[src/pee_pkg.sv]
// Shared types and constants for the prefix expression evaluator.
`default_nettype none
package pee_pkg;
   localparam int STACK_DEPTH_DEFAULT = 64;
   localparam int QUEUE_DEPTH = 2;

   typedef enum logic [2:0] {
      KIND_NUMBER   = 3'd0,
      KIND_OPERATOR = 3'd1,
      KIND_WRONG    = 3'd2,
      KIND_OTHER    = 3'd3,
      KIND_END      = 3'd4
   } kind_type;

   typedef enum logic [1:0] {
      OP_ADD = 2'd0,
      OP_SUB = 2'd1,
      OP_DIV = 2'd2,
      OP_MUL = 2'd3
   } op_type;

   typedef enum logic [2:0] {
      ERR_NONE      = 3'd0,
      ERR_BAD       = 3'd1,
      ERR_WRONGCHAR = 3'd2,
      ERR_TOKEN     = 3'd3,
      ERR_DIVZERO   = 3'd4,
      ERR_OVERFLOW  = 3'd5
   } err_type;

   // Classified token passed from front to back.
   typedef enum logic [2:0] {
      CMD_NUMBER   = 3'd0,
      CMD_OPERATOR = 3'd1,
      CMD_WRONG    = 3'd2,
      CMD_TOKEN    = 3'd3,
      CMD_END      = 3'd4
   } cmd_type;

   typedef struct packed {
      cmd_type     cmd;
      logic [30:0] value;
      op_type      op;
   } token_type;

   typedef enum logic [2:0] {
      ST_IDLE,
      ST_READ,
      ST_FOLD,
      ST_DIV,
      ST_MUL,
      ST_RESP
   } state_type;
endpackage
`default_nettype wire

[src/pee_if.sv]
// Valid/ready channel interfaces for the evaluator.
`default_nettype none
interface pee_req_if;
   logic        valid;
   logic        ready;
   logic [2:0]  token_kind;
   logic [30:0] number_value;
   logic [1:0]  operator_code;
   modport source (output valid, token_kind, number_value, operator_code, input ready);
   modport sink   (input valid, token_kind, number_value, operator_code, output ready);
endinterface

interface pee_rsp_if;
   logic               valid;
   logic               ready;
   logic signed [31:0] result_value;
   logic [2:0]         error_code;
   modport source (output valid, result_value, error_code, input ready);
   modport sink   (input valid, result_value, error_code, output ready);
endinterface
`default_nettype wire

[src/prefix_expression_evaluator.sv]
// Top level of the prefix expression evaluator.
//  channel | dir | payload
//  req     | in  | token_kind, number_value, operator_code
//  rsp     | out | result_value, error_code (one per end token)
// Each token passes through the queue and then the back end. A number that
// lands on a pending operator reads the stack top, then stores its operand or
// folds each level it completes: plus/minus directly, multiply via a registered
// product, divide via the iterative divider. Reset is synchronous and clears
// the stack pointer, final value and error state. A two-entry queue separates
// token intake from evaluation; a stalled result holds only end tokens.
`default_nettype none
module prefix_expression_evaluator #(
   parameter int STACK_DEPTH = pee_pkg::STACK_DEPTH_DEFAULT
) (
   input wire        clock,
   input wire        reset,
   pee_req_if.sink   req,
   pee_rsp_if.source rsp
);
   import pee_pkg::*;

   token_type tok;
   logic      tok_valid, tok_ready;

   pee_front u_front (.clock, .reset, .req, .tok, .tok_valid, .tok_ready);
   pee_back #(.STACK_DEPTH(STACK_DEPTH)) u_back
      (.clock, .reset, .tok, .tok_valid, .tok_ready, .rsp);
endmodule
`default_nettype wire

[src/pee_front.sv]
// Front end: classifies tokens and queues them for the back end.
`default_nettype none
module pee_front (
   input  wire              clock,
   input  wire              reset,
   pee_req_if.sink          req,
   output pee_pkg::token_type tok,
   output logic             tok_valid,
   input  wire              tok_ready
);
   import pee_pkg::*;

   token_type   queue_ff [QUEUE_DEPTH];
   logic        rd_ptr_ff, wr_ptr_ff;
   logic [1:0]  count_ff;
   token_type   cls;
   logic        push, pop;

   // Classify the raw token; unknown kinds count as unexpected tokens.
   always_comb begin
      cls.value = req.number_value;
      cls.op    = op_type'(req.operator_code);
      case (req.token_kind)
         KIND_NUMBER:   cls.cmd = CMD_NUMBER;
         KIND_OPERATOR: cls.cmd = CMD_OPERATOR;
         KIND_WRONG:    cls.cmd = CMD_WRONG;
         KIND_END:      cls.cmd = CMD_END;
         default:       cls.cmd = CMD_TOKEN;
      endcase
   end

   assign req.ready = (count_ff != 2'(QUEUE_DEPTH));
   assign push      = req.valid && req.ready;
   assign tok_valid = (count_ff != 2'd0);
   assign pop       = tok_valid && tok_ready;
   assign tok       = queue_ff[rd_ptr_ff];

   // Two-entry queue.
   always_ff @(posedge clock) begin
      if (push) queue_ff[wr_ptr_ff] <= cls;
      if (reset) begin
         rd_ptr_ff <= 1'b0;
         wr_ptr_ff <= 1'b0;
         count_ff  <= 2'd0;
      end else begin
         if (push) wr_ptr_ff <= ~wr_ptr_ff;
         if (pop)  rd_ptr_ff <= ~rd_ptr_ff;
         count_ff <= count_ff + 2'(push) - 2'(pop);
      end
   end

`ifndef SYNTH
   a_no_overfill: assert property (@(posedge clock) disable iff (reset)
      count_ff == 2'(QUEUE_DEPTH) |-> !push) else $error("queue overfill");
   a_no_underflow: assert property (@(posedge clock) disable iff (reset)
      count_ff == 2'd0 |-> !pop) else $error("queue underflow");
   a_count_bound: assert property (@(posedge clock) disable iff (reset)
      count_ff <= 2'(QUEUE_DEPTH)) else $error("queue count out of range");
`endif
endmodule
`default_nettype wire

[src/pee_back.sv]
// Back end: operator stack, folding, iterative divide and result register.
`default_nettype none
module pee_back #(
   parameter int STACK_DEPTH = pee_pkg::STACK_DEPTH_DEFAULT
) (
   input  wire                clock,
   input  wire                reset,
   input  pee_pkg::token_type tok,
   input  wire                tok_valid,
   output logic               tok_ready,
   pee_rsp_if.source          rsp
);
   import pee_pkg::*;

   localparam int AW = $clog2(STACK_DEPTH);
   localparam int PW = $clog2(STACK_DEPTH + 1);

   // Stack memory: operator, first operand, operand-present flag.
   logic [34:0] mem [STACK_DEPTH];
   logic [34:0] rd_data_ff;

   state_type   state_ff, state_in;
   logic [PW-1:0] sp_ff, sp_in;
   logic [31:0] val_ff, val_in;
   logic [31:0] final_ff, final_in;
   logic        final_p_ff, final_p_in;
   err_type     err_ff, err_in;
   logic        rsp_valid_ff, rsp_valid_in;
   logic signed [31:0] rsp_val_ff, rsp_val_in;
   err_type     rsp_err_ff, rsp_err_in;

   logic        wr_en;
   logic [AW-1:0] wr_addr, rd_addr;
   logic [34:0] wr_data;

   // Divider state.
   logic [31:0] dq_ff, dq_in, dr_ff, dr_in, dd_ff, dd_in;
   logic [5:0]  dcnt_ff, dcnt_in;
   logic        dneg_ff, dneg_in;
   logic [32:0] dtrial;
   logic [31:0] drem_sh;

   logic [31:0] op_a, ma, mb;
   logic [1:0]  top_op;
   logic        top_fp;
   logic [63:0] prod_ff;

   assign top_op = rd_data_ff[34:33];
   assign top_fp = rd_data_ff[32];
   assign op_a   = rd_data_ff[31:0];
   assign ma     = op_a[31] ? 32'd0 - op_a : op_a;
   assign mb     = val_ff[31] ? 32'd0 - val_ff : val_ff;
   assign rd_addr = AW'(sp_ff - PW'(1));
   assign drem_sh = {dr_ff[30:0], dq_ff[31]};
   assign dtrial  = {1'b0, drem_sh} - {1'b0, dd_ff};

   always_ff @(posedge clock) begin
      if (wr_en) mem[wr_addr] <= wr_data;
      rd_data_ff <= mem[rd_addr];
      prod_ff    <= op_a * val_ff;
   end

   always_ff @(posedge clock) begin
      dq_ff <= dq_in; dr_ff <= dr_in; dd_ff <= dd_in;
      dcnt_ff <= dcnt_in; dneg_ff <= dneg_in; val_ff <= val_in;
      rsp_val_ff <= rsp_val_in; rsp_err_ff <= rsp_err_in;
      if (reset) begin
         state_ff     <= ST_IDLE;
         sp_ff        <= '0;
         final_ff     <= '0;
         final_p_ff   <= 1'b0;
         err_ff       <= ERR_NONE;
         rsp_valid_ff <= 1'b0;
      end else begin
         state_ff     <= state_in;
         sp_ff        <= sp_in;
         final_ff     <= final_in;
         final_p_ff   <= final_p_in;
         err_ff       <= err_in;
         rsp_valid_ff <= rsp_valid_in;
      end
   end

   assign rsp.valid        = rsp_valid_ff;
   assign rsp.result_value = rsp_val_ff;
   assign rsp.error_code   = rsp_err_ff;

   // Sequencer.
   always_comb begin
      state_in = state_ff; sp_in = sp_ff; val_in = val_ff;
      final_in = final_ff; final_p_in = final_p_ff; err_in = err_ff;
      rsp_valid_in = rsp_valid_ff && !rsp.ready;
      rsp_val_in = rsp_val_ff; rsp_err_in = rsp_err_ff;
      dq_in = dq_ff; dr_in = dr_ff; dd_in = dd_ff; dcnt_in = dcnt_ff; dneg_in = dneg_ff;
      wr_en = 1'b0; wr_addr = rd_addr; wr_data = rd_data_ff;
      tok_ready = 1'b0;
      case (state_ff)
         ST_IDLE: begin
            if (tok_valid) begin
               case (tok.cmd)
                  CMD_NUMBER: begin
                     tok_ready = 1'b1;
                     if (err_ff == ERR_NONE) begin
                        val_in = {1'b0, tok.value};
                        if (sp_ff == '0) begin
                           if (final_p_ff) err_in = ERR_BAD;
                           else begin
                              final_in = {1'b0, tok.value}; final_p_in = 1'b1;
                           end
                        end else state_in = ST_READ;
                     end
                  end
                  CMD_OPERATOR: begin
                     tok_ready = 1'b1;
                     if (err_ff == ERR_NONE) begin
                        if (final_p_ff) err_in = ERR_BAD;
                        else if (sp_ff >= PW'(STACK_DEPTH)) err_in = ERR_OVERFLOW;
                        else begin
                           wr_en = 1'b1; wr_addr = AW'(sp_ff);
                           wr_data = {tok.op, 1'b0, 32'd0};
                           sp_in = sp_ff + PW'(1);
                        end
                     end
                  end
                  CMD_WRONG, CMD_TOKEN: begin
                     tok_ready = 1'b1;
                     if (err_ff != ERR_WRONGCHAR && err_ff != ERR_TOKEN)
                        err_in = (tok.cmd == CMD_WRONG) ? ERR_WRONGCHAR : ERR_TOKEN;
                  end
                  CMD_END: begin
                     if (!rsp_valid_ff || rsp.ready) begin
                        tok_ready = 1'b1;
                        rsp_valid_in = 1'b1;
                        rsp_err_in = err_ff;
                        if (err_ff == ERR_NONE && (sp_ff != '0 || !final_p_ff))
                           rsp_err_in = ERR_BAD;
                        rsp_val_in = (rsp_err_in == ERR_NONE) ? final_ff : 32'd0;
                        sp_in = '0; final_in = '0; final_p_in = 1'b0; err_in = ERR_NONE;
                     end
                  end
                  default: tok_ready = 1'b1;
               endcase
            end
         end
         ST_READ: state_in = ST_FOLD;
         ST_FOLD: begin
            if (!top_fp) begin
               wr_en = 1'b1; wr_data = {top_op, 1'b1, val_ff};
               state_in = ST_IDLE;
            end else begin
               case (op_type'(top_op))
                  OP_ADD: begin val_in = op_a + val_ff; sp_in = sp_ff - PW'(1); end
                  OP_SUB: begin val_in = op_a - val_ff; sp_in = sp_ff - PW'(1); end
                  OP_MUL: state_in = ST_MUL;
                  OP_DIV: begin
                     if (mb == 32'd0) begin
                        err_in = ERR_DIVZERO; state_in = ST_IDLE;
                     end else begin
                        dq_in = ma; dd_in = mb; dr_in = '0; dcnt_in = 6'd0;
                        dneg_in = op_a[31] ^ val_ff[31];
                        state_in = ST_DIV;
                     end
                  end
                  default: state_in = ST_IDLE;
               endcase
               if (op_type'(top_op) == OP_ADD || op_type'(top_op) == OP_SUB)
                  state_in = (sp_ff == PW'(1)) ? ST_IDLE : ST_READ;
               if ((op_type'(top_op) == OP_ADD || op_type'(top_op) == OP_SUB)
                   && sp_ff == PW'(1)) begin
                  final_in = val_in; final_p_in = 1'b1;
               end
            end
         end
         ST_MUL: begin
            val_in = prod_ff[31:0]; sp_in = sp_ff - PW'(1);
            if (sp_ff == PW'(1)) begin
               final_in = prod_ff[31:0]; final_p_in = 1'b1; state_in = ST_IDLE;
            end else state_in = ST_READ;
         end
         ST_DIV: begin
            // One quotient bit per cycle, restoring.
            if (!dtrial[32]) begin
               dr_in = dtrial[31:0]; dq_in = {dq_ff[30:0], 1'b1};
            end else begin
               dr_in = drem_sh; dq_in = {dq_ff[30:0], 1'b0};
            end
            dcnt_in = dcnt_ff + 6'd1;
            if (dcnt_ff == 6'd31) begin
               val_in = dneg_ff ? 32'd0 - dq_in : dq_in;
               sp_in = sp_ff - PW'(1);
               if (sp_ff == PW'(1)) begin
                  final_in = val_in; final_p_in = 1'b1; state_in = ST_IDLE;
               end else state_in = ST_READ;
            end
         end
         default: state_in = ST_IDLE;
      endcase
   end

`ifndef SYNTH
   a_sp_bound: assert property (@(posedge clock) disable iff (reset)
      sp_ff <= PW'(STACK_DEPTH)) else $error("stack pointer out of range");
   a_fold_nonempty: assert property (@(posedge clock) disable iff (reset)
      state_ff == ST_READ |-> sp_ff != '0) else $error("fold on empty stack");
   a_busy_no_take: assert property (@(posedge clock) disable iff (reset)
      state_ff != ST_IDLE |-> !tok_ready) else $error("token taken while busy");
`endif
endmodule
`default_nettype wire

[src/flat_wrapper.sv]
// flat-port wrapper written by rule: the top's interface ports become plain ports
module prefix_expression_evaluator_flat import pee_pkg::*;
#(
   parameter int STACK_DEPTH = pee_pkg::STACK_DEPTH_DEFAULT
)
  (clock, reset, req_valid, req_token_kind, req_number_value, req_operator_code, req_ready, rsp_valid, rsp_result_value, rsp_error_code, rsp_ready);
  pee_req_if req_i ();
  pee_rsp_if rsp_i ();
  input wire clock;
  input wire reset;
  input wire logic [$bits(req_i.valid)-1:0] req_valid;
  input wire logic [$bits(req_i.token_kind)-1:0] req_token_kind;
  input wire logic [$bits(req_i.number_value)-1:0] req_number_value;
  input wire logic [$bits(req_i.operator_code)-1:0] req_operator_code;
  output wire logic [$bits(req_i.ready)-1:0] req_ready;
  output wire logic [$bits(rsp_i.valid)-1:0] rsp_valid;
  output wire logic [$bits(rsp_i.result_value)-1:0] rsp_result_value;
  output wire logic [$bits(rsp_i.error_code)-1:0] rsp_error_code;
  input wire logic [$bits(rsp_i.ready)-1:0] rsp_ready;
  assign req_i.valid = req_valid;
  assign req_i.token_kind = req_token_kind;
  assign req_i.number_value = req_number_value;
  assign req_i.operator_code = req_operator_code;
  assign req_ready = req_i.ready;
  assign rsp_valid = rsp_i.valid;
  assign rsp_result_value = rsp_i.result_value;
  assign rsp_error_code = rsp_i.error_code;
  assign rsp_i.ready = rsp_ready;
  prefix_expression_evaluator #(.STACK_DEPTH(STACK_DEPTH)) u_core (.clock(clock), .reset(reset), .req(req_i), .rsp(rsp_i));
endmodule
[config.mk]
export PLATFORM = sky130hd
export DESIGN_NAME = prefix_expression_evaluator_flat
export DESIGN_NICKNAME = d
export VERILOG_FILES = /design/src/pee_pkg.sv /design/src/pee_if.sv /design/src/prefix_expression_evaluator.sv /design/src/pee_front.sv /design/src/pee_back.sv /design/src/flat_wrapper.sv
export SDC_FILE = /design/constraint.sdc
export NUM_CORES = 2
export LEC_CHECK = 0
export ABC_AREA = 1
export BUFFER_PORTS_ARGS = -buffer_cell sky130_fd_sc_hd__buf_2
export CAP_MARGIN = 10
export CORE_MARGIN = 10
export CORE_UTILIZATION = 55
export DETAILED_ROUTE_END_ITERATION = 10
export PLACE_DENSITY = 0.73
export SLEW_MARGIN = 0
export SYNTH_ARGS = -nofsm -noshare
export SYNTH_HDL_FRONTEND = slang
export SYNTH_SLANG_ARGS = --single-unit
[constraint.sdc]
create_clock -name clock -period 15.5 [get_ports clock]
set_clock_uncertainty 0.15 [all_clocks]
set_input_delay 2.325 -clock clock [delete_from_list [all_inputs] [get_ports clock]]
set_output_delay 2.325 -clock clock [all_outputs]
set_load 0.01 [all_outputs]
==> qor.log <==
INFO  synthesis      count_leader_synth=sky130_fd_sc_hd__edfxtp_1
INFO  layout         drive_above_1_share=7.67%
INFO  synthesis      syn-instance-count=11000
INFO  synthesis      yosys_most_used_dff=sky130_fd_sc_hd__edfxtp_1
INFO  floorplanning  floorplan.initialDensity=55.4%
INFO  clocking       cts_hold_buf=0
INFO  synthesis      syn_area_per_cell=11.2squm
INFO  grt            first_global_vias=87000
INFO  synthesis      ys_seq_area_share=62.4%
INFO  synthesis      synthesis.area=0.123sqmm
INFO  setup_path     critical_path_class=flop to flop
INFO  sta            setup_viol=0
INFO  setup_path     critical_path.endpoint_type=flop
INFO  setup_path     arrival=8.27ns
INFO  floorplanning  die_x=493um
INFO  clocking       htreeDepth=5
INFO  clocking       worstSkewPairLatency=0.96ns
INFO  route          dr_total_vias=89500
INFO  run            max_capacitance_violation_count=0
INFO  route          drt_iter0_drc=13400
INFO  grt            grt_first_pass_wirelength=565000um
INFO  floorplanning  full_die_area=0.243sqmm
INFO  sta            whs=0.315ns
INFO  route          drt-pass1-iter-count=9
INFO  setup_path     reg2regPathDepth=22
INFO  sta            setup_tns=0ns
INFO  synthesis      synth.area.top_cells=sky130_fd_sc_hd__edfxtp_1 (60%), sky130_fd_sc_hd__fa_1 (6.7%), sky130_fd_sc_hd__o21ai_0 (6.6%)
INFO  floorplanning  placement_rows=173
INFO  sta            max_clock_freq=131MHz
INFO  sta            maxSlewViolCount=0
INFO  clocking       tritoncts.num_buffers=283
INFO  clocking       cts_post_setup_buffers_inserted=0
INFO  route          finalWirelength=388000um
INFO  sta            maxSlewHeadroom=12.5%
INFO  floorplanning  core-area=0.223sqmm
INFO  setup_path     critPathMaxFanout=24
INFO  synthesis      netlist.area_leader.share=60.5%
INFO  route          route.detailed.drc=0
INFO  synthesis      synth-edff-count=2481
INFO  clocking       number_of_sinks_on_the_clock_net=2600
INFO  sta            final_min_period_over_clock_period=49.3%
INFO  clocking       cts_resized=0
INFO  placement      post-dp-hpwl=230000um
INFO  placement      placedCellCount=13500
INFO  layout         final_net_count=11500
INFO  setup_path     crit_path_start_kind=flop
INFO  route          ant_nets=0
INFO  clocking       cts_tree=yes
INFO  setup_path     timing.critical_path.required=16.13ns
INFO  grt            total_global_route_track_usage=31.0%
INFO  clocking       ctsLongestPathBuffers=4
INFO  route          average_wire_per_standard_cell=27.7um
INFO  sta            worst_pin_slew=1.31ns
INFO  synthesis      syn_nets=11600
INFO  floorplanning  die_height=493um
INFO  synthesis      synth-async-reset-ratio=0%
INFO  layout         num-fill-cells=17100
INFO  layout         design_area=0.136sqmm
INFO  route          detail_route.vias_per_cell=6.38
INFO  grt            antenna_violations_before_repair=37
INFO  clocking       cts.clk_slew.worst_paths=0.07ns
INFO  sta            grt_setup_unrepaired=no
INFO  sta            hold_viol=0
INFO  floorplanning  floorplan.io_pins=77
INFO  outcome        run_status=complete, no violations
INFO  layout         area.growth.synth_to_final=10.4%
INFO  grt            grt_max_degree=220
INFO  layout         final_cell_count_no_fill=14000
INFO  synthesis      synthTopCellsByCount=sky130_fd_sc_hd__edfxtp_1 (2481), sky130_fd_sc_hd__nor2_1 (1815), sky130_fd_sc_hd__o21ai_0 (1632), sky130_fd_sc_hd__nand2_1 (1127), sky130_fd_sc_hd__inv_1 (786)
INFO  synthesis      postSynthRegisterBits=2600
INFO  synthesis      post_synth_num_cell_types=60
INFO  placement      placed_cell_area=0.128sqmm
INFO  worst_hold_path timing.hold.worst_path_depth=2
INFO  worst_hold_path hp-class=flop to flop
INFO  placement      number_of_port_buffers=76
INFO  grt            grt-ovfl-total=0
INFO  placement      gp_congestion=0.973
INFO  synthesis      synth.largest_area_cell=sky130_fd_sc_hd__edfxtp_1
INFO  clocking       clockRootBuffer=sky130_fd_sc_hd__clkbuf_16
INFO  sta            finalWorstPathRequiredPeriod=7.64ns
INFO  synthesis      synth-warning-count=0
## path summary, 6_finish.rpt
check / endpoint / start / slack [ns]
max: u_core.u_back.prod_ff[31] / u_core.u_back.val_ff[14] / 7.86
min: u_core.u_back.final_ff[19] / u_core.u_back.final_ff[19] / 0.31
max reg2reg: u_core.u_back.prod_ff[31] / u_core.u_back.val_ff[14] / 7.86
min reg2reg: u_core.u_back.final_ff[19] / u_core.u_back.final_ff[19] / 0.31
## critical path, cell delays in order, from the launching register on
cell and delay [ns]:
sky130_fd_sc_hd__edfxtp_1 1.22, sky130_fd_sc_hd__nand2_1 0.22, sky130_fd_sc_hd__fa_1 0.50, sky130_fd_sc_hd__fa_1 0.57, sky130_fd_sc_hd__fa_1 0.46, sky130_fd_sc_hd__fa_1 0.54
sky130_fd_sc_hd__inv_1 0.05, sky130_fd_sc_hd__ha_1 0.26, sky130_fd_sc_hd__inv_1 0.04, sky130_fd_sc_hd__fa_1 0.54, sky130_fd_sc_hd__fa_1 0.45, sky130_fd_sc_hd__fa_1 0.50
sky130_fd_sc_hd__inv_1 0.05, sky130_fd_sc_hd__ha_1 0.38, sky130_fd_sc_hd__nand2_1 0.14, sky130_fd_sc_hd__nor4_1 0.41, sky130_fd_sc_hd__nand4_1 0.16, sky130_fd_sc_hd__nand3_1 0.27
sky130_fd_sc_hd__nand4_1 0.13, sky130_fd_sc_hd__o211ai_1 0.18, sky130_fd_sc_hd__a21oi_1 0.14, sky130_fd_sc_hd__nand3_1 0.11, sky130_fd_sc_hd__nand2_1 0.05
## through the flow
| stage | utilization (%) | setup WS (ns) |
|---|---|---|
| detailed placement | 57.3 | 7.98 |
| global placement | 57.3 | 8.08 |
| CTS | 61.1 | 7.94 |
| finish | 61.1 | 7.86 |
| floorplan | - | 8.22 |
| global route | 61.1 | 7.57 |
## cell usage in the layout (no fill, tap or decap), drive strengths merged, types with 15 or more instances in the layout
| cell | Yosys | routed |
|---|---|---|
| o21ai | 1652 | 1652 |
| nand2 | 1131 | 1131 |
| nor3 | 42 | 42 |
| nand3 | 219 | 219 |
| nor2 | 1833 | 1833 |
| clkinv | 2 | 105 |
| a221oi | 23 | 23 |
| bufinv | 0 | 15 |
| o22ai | 750 | 750 |
| inv | 799 | 802 |
| o211ai | 21 | 21 |
| clkbuf | 583 | 354 |
| ha | 197 | 197 |
| xor2 | 98 | 98 |
| fa | 410 | 410 |
| edfxtp | 2481 | 2481 |
| a31oi | 39 | 39 |
| buf | 123 | 307 |
| dfxtp | 119 | 119 |
| a21o | 15 | 15 |
| nand4 | 53 | 53 |
| xnor2 | 51 | 51 |
| a21oi | 195 | 195 |
| nor4 | 16 | 16 |
## layout make-up
class	instances	area (sq um)	share of cell area, %
multi-input combinational	6863	41600	30.6
tap	2975	3720	2.74
clock inverter	123	985	0.724
sequential	2600	76900	56.5
timing repair buffer	307	2230	1.64
inverter	801	3040	2.23
clock buffer	354	7500	5.52
antenna	5	12.5	0.00920
## registers in the layout, indices dropped and copies added, names as in the netlist, 6 cells and up, named ones only
signal / cells
u_core.u_back.val_ff: 32
u_core.u_back.mem: 2240
u_core.u_back.dq_ff: 32
u_core.u_back.prod_ff: 32
u_core.u_back.rd_data_ff: 35
u_core.u_back.final_ff: 32
u_core.u_front.queue_ff: 72
u_core.u_back.sp_ff: 7
u_core.u_back.dr_ff: 31
u_core.u_back.dd_ff: 32
u_core.u_back.rsp.result_value: 32
u_core.u_back.dcnt_ff: 6
## cells by family (layout without fill, tap and decap cells)
| family | after synthesis | in the layout | synth area share [%] |
|---|---|---|---|
| buffers and inverters | 1507 | 1585 | 4.65 |
| and+or+nand+nor | 3336 | 3336 | 10.8 |
| xor gates and xnor gates | 149 | 149 | 1.07 |
| AOI/OAI and AO/OA | 2766 | 2766 | 12.4 |
| other | 0 | 5 | 0 |
| adders and majority gates | 607 | 607 | 8.66 |
| muxes | 5 | 5 | 0.0406 |
| DFF | 2600 | 2600 | 62.4 |
## layer usage
layer  track usage, %  vias up  part of all wire [%]
li1                 -    38400                     -
met1             41.2    43800                    37
met2             47.9     6073                    45
met3             7.27     1168                    13
met4             16.0       24                   5.9
met5                0        -                 0.037
Power is left out: the tool's default activity adds up to more than one toggle a clock period on the data nets, which glitch-free logic cannot reach.
